==> config.mk <==
export PLATFORM = sky130hd
export DESIGN_NAME = route_time_window_evaluator
export DESIGN_NICKNAME = d
export VERILOG_FILES = /design/src/rtl/core/rtwe_pkg.sv /design/src/rtl/core/route_time_window_evaluator.sv /design/src/rtl/core/rtwe_acc.sv /design/src/rtl/core/rtwe_close.sv
export SDC_FILE = /design/constraint.sdc
export NUM_CORES = 1
export LEC_CHECK = 0
export BUFFER_PORTS_ARGS = -buffer_cell sky130_fd_sc_hd__buf_2
export CAP_MARGIN = 10
export CORE_MARGIN = 3
export CORE_UTILIZATION = 50
export DETAILED_ROUTE_END_ITERATION = 10
export GPL_TIMING_DRIVEN = 0
export PLACE_DENSITY = 0.69
export SYNTH_ARGS = -nofsm -noshare
export SYNTH_HDL_FRONTEND = slang
export SYNTH_HIERARCHICAL = 1
export SYNTH_SLANG_ARGS = --single-unit
==> constraint.sdc <==
create_clock -name clk -period 16.7 [get_ports clk]
set_input_delay 5.01 -clock clk [delete_from_list [all_inputs] [get_ports clk]]
set_output_delay 5.01 -clock clk [all_outputs]
set_load 0.1 [all_outputs]
==> src/rtl/core/rtwe_pkg.sv <==
package rtwe_pkg;

  // Field widths
  localparam int TimeW  = 24;
  localparam int ClkW   = 32;
  localparam int DistW  = 31;
  localparam int LoadW  = 22;
  localparam int DemW   = 16;
  localparam int TolW   = 8;

  // Configuration port
  localparam int CfgIdxW  = 8;
  localparam int CfgDataW = 24;

  localparam logic [CfgIdxW-1:0] CFG_DEPOT_OPEN  = CfgIdxW'(0);
  localparam logic [CfgIdxW-1:0] CFG_DEPOT_CLOSE = CfgIdxW'(1);
  localparam logic [CfgIdxW-1:0] CFG_CAPACITY    = CfgIdxW'(2);
  localparam int                 CfgTolIdx       = 3;
  localparam logic [CfgIdxW-1:0] CFG_TOLERANCE   = CfgIdxW'(CfgTolIdx);

  // Stream payload widths
  localparam int InDataW  = 7 * TimeW + DemW;
  localparam int OutBits  = DistW + LoadW + 1;
  localparam int OutDataW = ((OutBits + 7) / 8) * 8;

  typedef struct packed {
    logic [TimeW-1:0] open_time;
    logic [TimeW-1:0] close_time;
    logic [LoadW-1:0] capacity;
    logic [TolW-1:0]  tolerance;
  } cfg_t;

  typedef struct packed {
    logic             has_customer;
    logic [TimeW-1:0] leg_distance;
    logic [TimeW-1:0] leg_time;
    logic [TimeW-1:0] window_open;
    logic [TimeW-1:0] window_close;
    logic [TimeW-1:0] service_time;
    logic [DemW-1:0]  demand;
    logic [TimeW-1:0] return_distance;
    logic [TimeW-1:0] return_time;
    logic             last;
  } item_t;

  // Route totals handed from the accumulator to the closing stage
  typedef struct packed {
    logic             empty;
    logic [DistW-1:0] distance;
    logic [ClkW-1:0]  clock;
    logic [LoadW-1:0] load;
    logic             feasible;
    logic [TimeW-1:0] ret_distance;
    logic [TimeW-1:0] ret_time;
  } fin_t;

  typedef struct packed {
    logic             feasible;
    logic [LoadW-1:0] load;
    logic [DistW-1:0] distance;
  } result_t;

endpackage

==> src/rtl/core/route_time_window_evaluator.sv <==
// Channel   Dir  Handshake            Payload
// in_       in   in_tvalid/in_tready  tdata: one route stop, tuser: has_customer,
//                                     tlast: last stop of the route
// out_      out  out_tvalid/out_tready tdata: route totals and feasibility
// cfg_      in   cfg_valid/cfg_ready  cfg_index selects register, cfg_data value
//
// One input beat per cycle sustained while out_ is not stalled; the route clock,
// distance and load sums update once per stop. The beat that closes a route
// reaches out_ through the input register, accumulator totals and output register.
// rst_n is synchronous, active low; flags, config and route sums reset to defaults.
// Stalls on out_ backpressure through the stages to in_tready; a waiting
// result does not stop new stops being taken while a stage is free.
module route_time_window_evaluator (
  input  logic                            clk,
  input  logic                            rst_n,
  input  logic                            in_tvalid,
  output logic                            in_tready,
  // [23:0] leg_distance, [47:24] leg_time, [71:48] window_open,
  // [95:72] window_close, [119:96] service_time, [135:120] demand,
  // [159:136] return_distance, [183:160] return_time
  input  logic [rtwe_pkg::InDataW-1:0]    in_tdata,
  // [0] has_customer
  input  logic                            in_tuser,
  input  logic                            in_tlast,
  output logic                            out_tvalid,
  input  logic                            out_tready,
  // [30:0] total_distance, [52:31] total_load, [53] route_feasible,
  // [55:54] zero
  output logic [rtwe_pkg::OutDataW-1:0]   out_tdata,
  input  logic                            cfg_valid,
  output logic                            cfg_ready,
  input  logic [rtwe_pkg::CfgIdxW-1:0]    cfg_index,
  input  logic [rtwe_pkg::CfgDataW-1:0]   cfg_data
);
  import rtwe_pkg::*;

  // configuration
  cfg_t    cfg_r;
  logic    open_load;

  // pipeline registers
  item_t   item_r;
  logic    in_valid_r;
  fin_t    fin_r, acc_fin;
  logic    fin_valid_r;
  result_t out_r, close_res;
  logic    out_valid_r;

  logic    out_free, fin_free, acc_fire, acc_done;

  assign cfg_ready = 1'b1;
  assign open_load = cfg_valid && (cfg_index == CFG_DEPOT_OPEN);

  always_ff @(posedge clk) begin
    if (!rst_n) begin
      cfg_r.open_time  <= '0;
      cfg_r.close_time <= '1;
      cfg_r.capacity   <= '1;
      cfg_r.tolerance  <= '0;
    end else if (cfg_valid) begin
      unique case (cfg_index)
        CFG_DEPOT_OPEN:  cfg_r.open_time  <= cfg_data[TimeW-1:0];
        CFG_DEPOT_CLOSE: cfg_r.close_time <= cfg_data[TimeW-1:0];
        CFG_CAPACITY:    cfg_r.capacity   <= cfg_data[LoadW-1:0];
        CFG_TOLERANCE:   cfg_r.tolerance  <= cfg_data[TolW-1:0];
        default: ;
      endcase
    end
  end

  // stage flow: each stage moves when the next one is empty or moving
  assign out_free  = !out_valid_r || out_tready;
  assign fin_free  = !fin_valid_r || out_free;
  assign acc_fire  = in_valid_r && fin_free;
  assign acc_done  = !item_r.has_customer || item_r.last;
  assign in_tready = !in_valid_r || acc_fire;

  // input register
  always_ff @(posedge clk) begin
    if (!rst_n) begin
      in_valid_r <= 1'b0;
    end else if (in_tready) begin
      in_valid_r <= in_tvalid;
    end
  end

  always_ff @(posedge clk) begin
    if (in_tready && in_tvalid) begin
      item_r.has_customer    <= in_tuser;
      item_r.leg_distance    <= in_tdata[0*TimeW +: TimeW];
      item_r.leg_time        <= in_tdata[1*TimeW +: TimeW];
      item_r.window_open     <= in_tdata[2*TimeW +: TimeW];
      item_r.window_close    <= in_tdata[3*TimeW +: TimeW];
      item_r.service_time    <= in_tdata[4*TimeW +: TimeW];
      item_r.demand          <= in_tdata[5*TimeW +: DemW];
      item_r.return_distance <= in_tdata[5*TimeW+DemW +: TimeW];
      item_r.return_time     <= in_tdata[6*TimeW+DemW +: TimeW];
      item_r.last            <= in_tlast;
    end
  end

  // running route state; hands over totals when a route closes
  rtwe_acc u_acc (
    .clk       (clk),
    .rst_n     (rst_n),
    .fire      (acc_fire),
    .item      (item_r),
    .cfg       (cfg_r),
    .open_load (open_load),
    .open_data (cfg_data[TimeW-1:0]),
    .fin       (acc_fin)
  );

  always_ff @(posedge clk) begin
    if (!rst_n) begin
      fin_valid_r <= 1'b0;
    end else if (fin_free) begin
      fin_valid_r <= acc_fire && acc_done;
    end
  end

  always_ff @(posedge clk) begin
    if (acc_fire && acc_done) begin
      fin_r <= acc_fin;
    end
  end

  // return leg, depot close and capacity checks
  rtwe_close u_close (
    .fin (fin_r),
    .cfg (cfg_r),
    .res (close_res)
  );

  // output register
  always_ff @(posedge clk) begin
    if (!rst_n) begin
      out_valid_r <= 1'b0;
    end else if (out_free) begin
      out_valid_r <= fin_valid_r;
    end
  end

  always_ff @(posedge clk) begin
    if (out_free && fin_valid_r) begin
      out_r <= close_res;
    end
  end

  assign out_tvalid = out_valid_r;
  assign out_tdata  = OutDataW'(out_r);

endmodule

==> src/rtl/core/rtwe_acc.sv <==
module rtwe_acc (
  input  logic           clk,
  input  logic           rst_n,
  input  logic           fire,
  input  rtwe_pkg::item_t item,
  input  rtwe_pkg::cfg_t  cfg,
  input  logic           open_load,
  input  logic [rtwe_pkg::TimeW-1:0] open_data,
  output rtwe_pkg::fin_t  fin
);
  import rtwe_pkg::*;

  logic [ClkW-1:0]  clock_r, clock_nxt;
  logic [DistW-1:0] dist_r, dist_nxt;
  logic [LoadW-1:0] load_r, load_nxt;
  logic             feas_r, feas_nxt;

  logic [ClkW:0]    arr_sum, dep_sum;
  logic [ClkW-1:0]  arrive, start, open_ext, due_ext;
  logic [TimeW:0]   due;
  logic [DistW:0]   dist_sum;
  logic [LoadW:0]   load_sum;
  logic             late, over, restart;

  always_comb begin
    // arrival, wait for the window, then service
    arr_sum  = {1'b0, clock_r} + (ClkW+1)'(item.leg_time);
    arrive   = arr_sum[ClkW] ? '1 : arr_sum[ClkW-1:0];
    open_ext = ClkW'(item.window_open);
    start    = (arrive < open_ext) ? open_ext : arrive;
    due      = {1'b0, item.window_close} + (TimeW+1)'(cfg.tolerance);
    due_ext  = ClkW'(due);
    late     = start > due_ext;
    dep_sum  = {1'b0, start} + (ClkW+1)'(item.service_time);
    clock_nxt = dep_sum[ClkW] ? '1 : dep_sum[ClkW-1:0];

    dist_sum = {1'b0, dist_r} + (DistW+1)'(item.leg_distance);
    dist_nxt = dist_sum[DistW] ? '1 : dist_sum[DistW-1:0];

    load_sum = {1'b0, load_r} + (LoadW+1)'(item.demand);
    over     = load_sum[LoadW];
    load_nxt = over ? '1 : load_sum[LoadW-1:0];

    feas_nxt = feas_r & ~late & ~over;
    restart  = ~item.has_customer | item.last;

    fin.empty        = ~item.has_customer;
    fin.distance     = dist_nxt;
    fin.clock        = clock_nxt;
    fin.load         = load_nxt;
    fin.feasible     = feas_nxt;
    fin.ret_distance = item.return_distance;
    fin.ret_time     = item.return_time;
  end

  always_ff @(posedge clk) begin
    if (!rst_n) begin
      clock_r <= '0;
      dist_r  <= '0;
      load_r  <= '0;
      feas_r  <= 1'b1;
    end else if (fire) begin
      if (restart) begin
        clock_r <= ClkW'(cfg.open_time);
        dist_r  <= '0;
        load_r  <= '0;
        feas_r  <= 1'b1;
      end else begin
        clock_r <= clock_nxt;
        dist_r  <= dist_nxt;
        load_r  <= load_nxt;
        feas_r  <= feas_nxt;
      end
    end else if (open_load) begin
      clock_r <= ClkW'(open_data);
    end
  end

endmodule

==> src/rtl/core/rtwe_close.sv <==
module rtwe_close (
  input  rtwe_pkg::fin_t    fin,
  input  rtwe_pkg::cfg_t    cfg,
  output rtwe_pkg::result_t res
);
  import rtwe_pkg::*;

  logic [DistW:0]  dist_sum;
  logic [ClkW:0]   clk_sum;
  logic [ClkW-1:0] arrive, due_ext;
  logic [TimeW:0]  due;
  logic            late, cap_fail;

  always_comb begin
    dist_sum = {1'b0, fin.distance} + (DistW+1)'(fin.ret_distance);
    clk_sum  = {1'b0, fin.clock} + (ClkW+1)'(fin.ret_time);
    arrive   = clk_sum[ClkW] ? '1 : clk_sum[ClkW-1:0];
    due      = {1'b0, cfg.close_time} + (TimeW+1)'(cfg.tolerance);
    due_ext  = ClkW'(due);
    late     = arrive > due_ext;
    cap_fail = fin.load > cfg.capacity;

    if (fin.empty) begin
      res.distance = '0;
      res.load     = '0;
      res.feasible = 1'b1;
    end else begin
      res.distance = dist_sum[DistW] ? '1 : dist_sum[DistW-1:0];
      res.load     = fin.load;
      res.feasible = fin.feasible & ~late & ~cap_fail;
    end
  end

endmodule

Word-level counts from Yosys, hierarchy flattened
Cells that the tools add are included.

word-level totals
  register bits after elaboration = 542
  input bits = 223
  output and inout bits = 59
  logic and storage cells = 88

cells by class
  add/subtract/negate cells = 8
  order comparisons = 4
  equality and inequality tests = 3
  multiplexer cells = 13
  bitwise logic cells = 10
  reductions and logical operators = 19

operators by type and width
  cell                  count
  $mux W32              7
  $add A32 B24 Y33      3
  $mux W31              3
  $add A31 B24 Y32      2
  $gt A32 B25 Y1        2
  $add A24 B8 Y25       2
  $mux W22              2
  $lt A32 B24 Y1        1
  $add A22 B16 Y23      1
  $gt A22 B22 Y1        1
  $eq A8 B2 Y1 const B  2
  $eq A8 B1 Y1 const B  1
  $logic_not A8 Y1      1
  $reduce_and A2 Y1     4
  $logic_and A1 B1 Y1   5
  $not A1 Y1            5
  $and A1 B1 Y1         4
  $logic_not A1 Y1      4
  $logic_or A1 B1 Y1    4
  $reduce_bool A2 Y1    1
  $mux W1               1
  $or A1 B1 Y1          1

Longest topological paths before layout
  depth in word-level cells = 9
  gate-level depth with buffers = 35
  gate-level depth less buffers = 31

Cells and area by module
The synthesis kept the hierarchy.

by module, submodules not included
  module                       instances  cells each  area an instance (um^2)
  route_time_window_evaluator  1          710         14689.1
  rtwe_acc                     1          1481        11400.9
  rtwe_close                   1          684         4717.0

Worst setup path before layout
OpenSTA, ideal clock, no wires.

  kind = in2reg
  start point = in out_tready
  end point = reg item_r[0] (netlist name) (enable)
  setup time = 0.843 ns
  arrival time = 14.356 ns
  data required time = 15.857 ns
  path slack = 1.501 ns
  cell stages on the path = 2
  buffers on the path = 0
  path through = nor2b_1 -> a31oi_1

between the ends
  cells in the longest elaborated chain, start to end = 5

RTL lines
  what                 line                               text
  from (decl)          route_time_window_evaluator.sv:26  input logic out_tready,
  $logic_or A1 B1 Y1   route_time_window_evaluator.sv:72  assign out_free = !out_valid_r || out_tready;
  $logic_or A1 B1 Y1   route_time_window_evaluator.sv:73  assign fin_free = !fin_valid_r || out_free;
  $logic_and A1 B1 Y1  route_time_window_evaluator.sv:74  assign acc_fire = in_valid_r && fin_free;
  $logic_or A1 B1 Y1   route_time_window_evaluator.sv:76  assign in_tready = !in_valid_r || acc_fire;
  $logic_and A1 B1 Y1  route_time_window_evaluator.sv:88  if (in_tready && in_tvalid) begin
  to (decl)            route_time_window_evaluator.sv:42  item_t item_r;

Every way passes these cells.
A chain may end at the register's enable or synchronous reset.

Worst setup path in the final report
  start point = in out_tready
  end point = out in_tready

between the ends
  cells in the longest elaborated chain, start to end = 4

RTL lines
  what                 line                               text
  $logic_or A1 B1 Y1   route_time_window_evaluator.sv:72
  $logic_or A1 B1 Y1   route_time_window_evaluator.sv:73
  $logic_and A1 B1 Y1  route_time_window_evaluator.sv:74
  $logic_or A1 B1 Y1   route_time_window_evaluator.sv:76
  to (decl)            route_time_window_evaluator.sv:17  output logic in_tready,

Every way passes these cells.

==> impl_results.md <==
* Tcrit/Tclk final at around two thirds
* YS warnings at 6
* Most frequent cells in the layout: 375 x edfxtp_1, 287 x buf_2, 281 x nand2_1
* Fraction of layout cells with a size suffix above 1 at between 10% and 20%
* Synth top area share at a little over a third
* Multi-input logic area at about 15,000 um2
* Fin Setup TNS at 0 ps
* Tot GR Track Use at between 20% and 30%
* Cell count of the worst reg-to-reg path at 35
* Post-Place Cells at just under 4,000
* Chip Height at 254.2 um
* Max Slew Vio Count at 0
* Peak VDD IR at ~0.085 mV
* Hold Crit Start: cfg_r[77]
* Drt initial violations at ~1,900
* P_leak at ~15 nW
* Htree depth at 2
* Hold slack at between 400 and 500 ps
* Hold buffer count at cts at 0
* Fin Clk Skew at 23.14 ps
* Synth Instances at 2,875
* # IOs at about 280
* Non-Filler Instances at around 4,100
* Slowest CP cell: nor2b_1
* Post-CTS Setup Bufs at 0
* Crit path DAT at about 6300 ps
* Area grow syn2layout at 15.03%
* Vias in the first global route at around 23,000
* Starting Density at between 50% and 60%
* Top cells by area, synth: edfxtp_1 37%, dfxtp_1 11%, ha_1 10%
* Critical Path Max Stage Delay at 600 ps
* FF-to-FF Start: item_r[137]
* Chip Width at about 250 um
* Async set or reset register ratio after synthesis at 0%
* Syn_area_per_cell at approximately 11 um2
* Largest net degree at the start of global routing at 31
* Initial antenna violation count at 3
* Distinct cell type count of the synthesized netlist at between 90 and 100
* Detailed placer's ending HPWL at 66.43 mm
* Drt total wl at roughly 84 mm
* Final worst slack at roughly 5400 ps
* Endpoints failing hold at 0
* Setup crit end kind: primary output
* Die ar. at approximately 65,000 um2
* Worst hold stages at 2
* Commonest non-fill, non-tap cell in the layout: edfxtp_1
* Final #Nets at ~3,700
* CTS root buf: clkbuf_16
* Synthesized area at a little over 30,000 um2
* GRT overflow at 0
* RSZ-0062 raised after global routing: false
* CP Max Fanout at 6
* Clock sinks at 542
* Avg WL per Cell at between 20 and 25 um
* Hold EP: cfg_r[77]
* FF+latch count, synth at around 540
* CTS max path bufs at 3
* Post-DR vias/cell at about 5.8
* Num CTS Buffers at 58
* Pwr Density at 103.1 nW/um2
* WS Path Type: in2out
* Std-Cell Rows at 90
* Worst-path clk slew at approximately 60 ps
* Worst slew margin at a little under a third
* Clock latency on the worst-skew pair at 630 ps
* CTS tree: yes
* Drt first pass iters at 5
* Via count at between 20,000 and 25,000
* Yosys top cell by area: edfxtp_1
* First-pass GRT wire length at around 130 mm
* Placement-stage worst setup slack at between 5000 and 6000 ps
* Max cap viols at 0
* GP Congestion at between 0.9 and 1
* Status: completed
* Endpoints failing setup at 0
* Slew @ Worst Pin at 1016 ps
* R2R setup slack at 6390 ps
* Post-cts sizing count at 0
* Synth Flop Type: edfxtp_1
* Core Area at 60,700 um2
* Post-route antenna net violation count at 0
* FF+latch area at 14,600 um2
* Final Power at between 0.003 and 0.004 W
* Register area share after synthesis at between 40% and 50%
* Top cell by count, worst path: buf_2
* Fmax at 88.72 MHz
* FF-to-FF End: fin_r[86]
* Startpoint types: primary input
* Drt drc at 0
* Number of synthesized flops with an enable pin at roughly 380
* Critical-path cell list: buf_2 -> nor2b_1 -> nand3_1 -> buf_2
* Worst Path Required at 11,690 ps
* Port bufs at approximately 280
* Final-layout fill cell count at between 5,000 and 6,000
* Min cycle time layout at 11,270 ps
* Worst Hold Class: reg2reg
[layer usage]
| metal | vias to the layer above | routed length (um) | part of all wire [%] | global-route usage, % |
|---|---|---|---|---|
| li1 | 11291 | - | - | - |
| met1 | 11393 | 37670 | 45 | 35.18 |
| met2 | 846 | 38940 | 46 | 41.59 |
| met3 | 168 | 5063 | 6.0 | 3.049 |
| met4 | 2 | 2800 | 3.3 | 9.027 |
| met5 | - | 14 | 0.017 | 0 |
[power by group]
group | internal, W | switching [W]
sequential | 0.00151 | 0.0000335
clock | 0.000736 | 0.000551
combinational | 0.000311 | 0.000508
total | 0.00256 | 0.00109
[synth_stat cells, types with 7 or more instances]
cell      instances
o221ai_1         11
mux2_4           19
a22o_1           34
nor2_1          128
nand2_1         281
buf_6             8
nor3_1           46
and4_1           12
and2_1           15
nor4_1            8
ha_1            247
nand3_1          65
buf_2             9
o21bai_1         14
edfxtp_1        375
and3_1           29
a21oi_1         199
o211ai_1         13
o21a_1           29
dfxtp_1         167
a221o_1           7
mux2i_1          95
o21ai_0         130
fa_1              8
nor2b_1         115
inv_1           116
a311oi_1         12
a21o_1           76
a211o_1           7
nand4_1          39
nand2b_1         31
clkbuf_1         69
xor2_1           69
xnor2_1          86
a22oi_1          13
o31ai_1          11
buf_4            52
or3_1             9
or2_2            20
mux2_2           27
a21boi_0          9
a211oi_1         27
a31oi_1          29
[final cells by class]
cell class / count / share of cell area [%]
clock inverters: 30 / 0.6956
repair buffers: 292 / 4.745
diodes: 3 / 0.02118
plain buffers: 146 / 2.486
flip-flops and latches: 542 / 41.21
well taps: 782 / 2.761
multi-input cells: 2070 / 42.09
clock buffers: 80 / 4.735
inverters: 118 / 1.250
[how the worst max path moves through the flow]
stage | startpoint | to | slack (ps) | depth (start not counted)
final | out_tready | in_tready | 5430 | 4
after global routing | out_tready | in_tready | 5360 | 4
after CTS | out_tready | in_tready | 5440 | 4
after detailed placement | out_tready | in_tready | 5440 | 4
after global placement | out_tready | item_r[14] | -2850 | 3
after floorplan | out_tready | item_r[0] | 1500 | 2
[state kept, by name, indices dropped and copies added, names as in the netlist]
register / cells
item_r: 186
u_acc/dist_r: 31
fin_valid_r: 1
out_tvalid: 1
u_acc/clock_r: 32
out_tdata: 54
fin_r: 135
u_acc/load_r: 22
in_valid_r: 1
cfg_r: 78
u_acc/feas_r: 1
[kinds of logic after synthesis]
kind of cell | synth area share, %
fa+ha+maj | 10.55
simple gates | 13.35
compound gates | 14.97
buf+inv | 4.297
other cells | 0.02438
flops | 47.40
xor+xnor | 4.407
mux | 5.000
[stage by stage]
step                      utilization [%]  instance area (um2)
after floorplan                         -                30810
after global placement              54.67                33180
after detailed placement            55.20                33500
after CTS                           58.37                35430
after global routing                58.38                35430
final                               58.38                35440
[critical path: cells and delay by family]
kind                   cells  cell delay [ps]
buffers and inverters      2              440
and+or+nand+nor            2              810
Power figures use the tool's default switching activity.
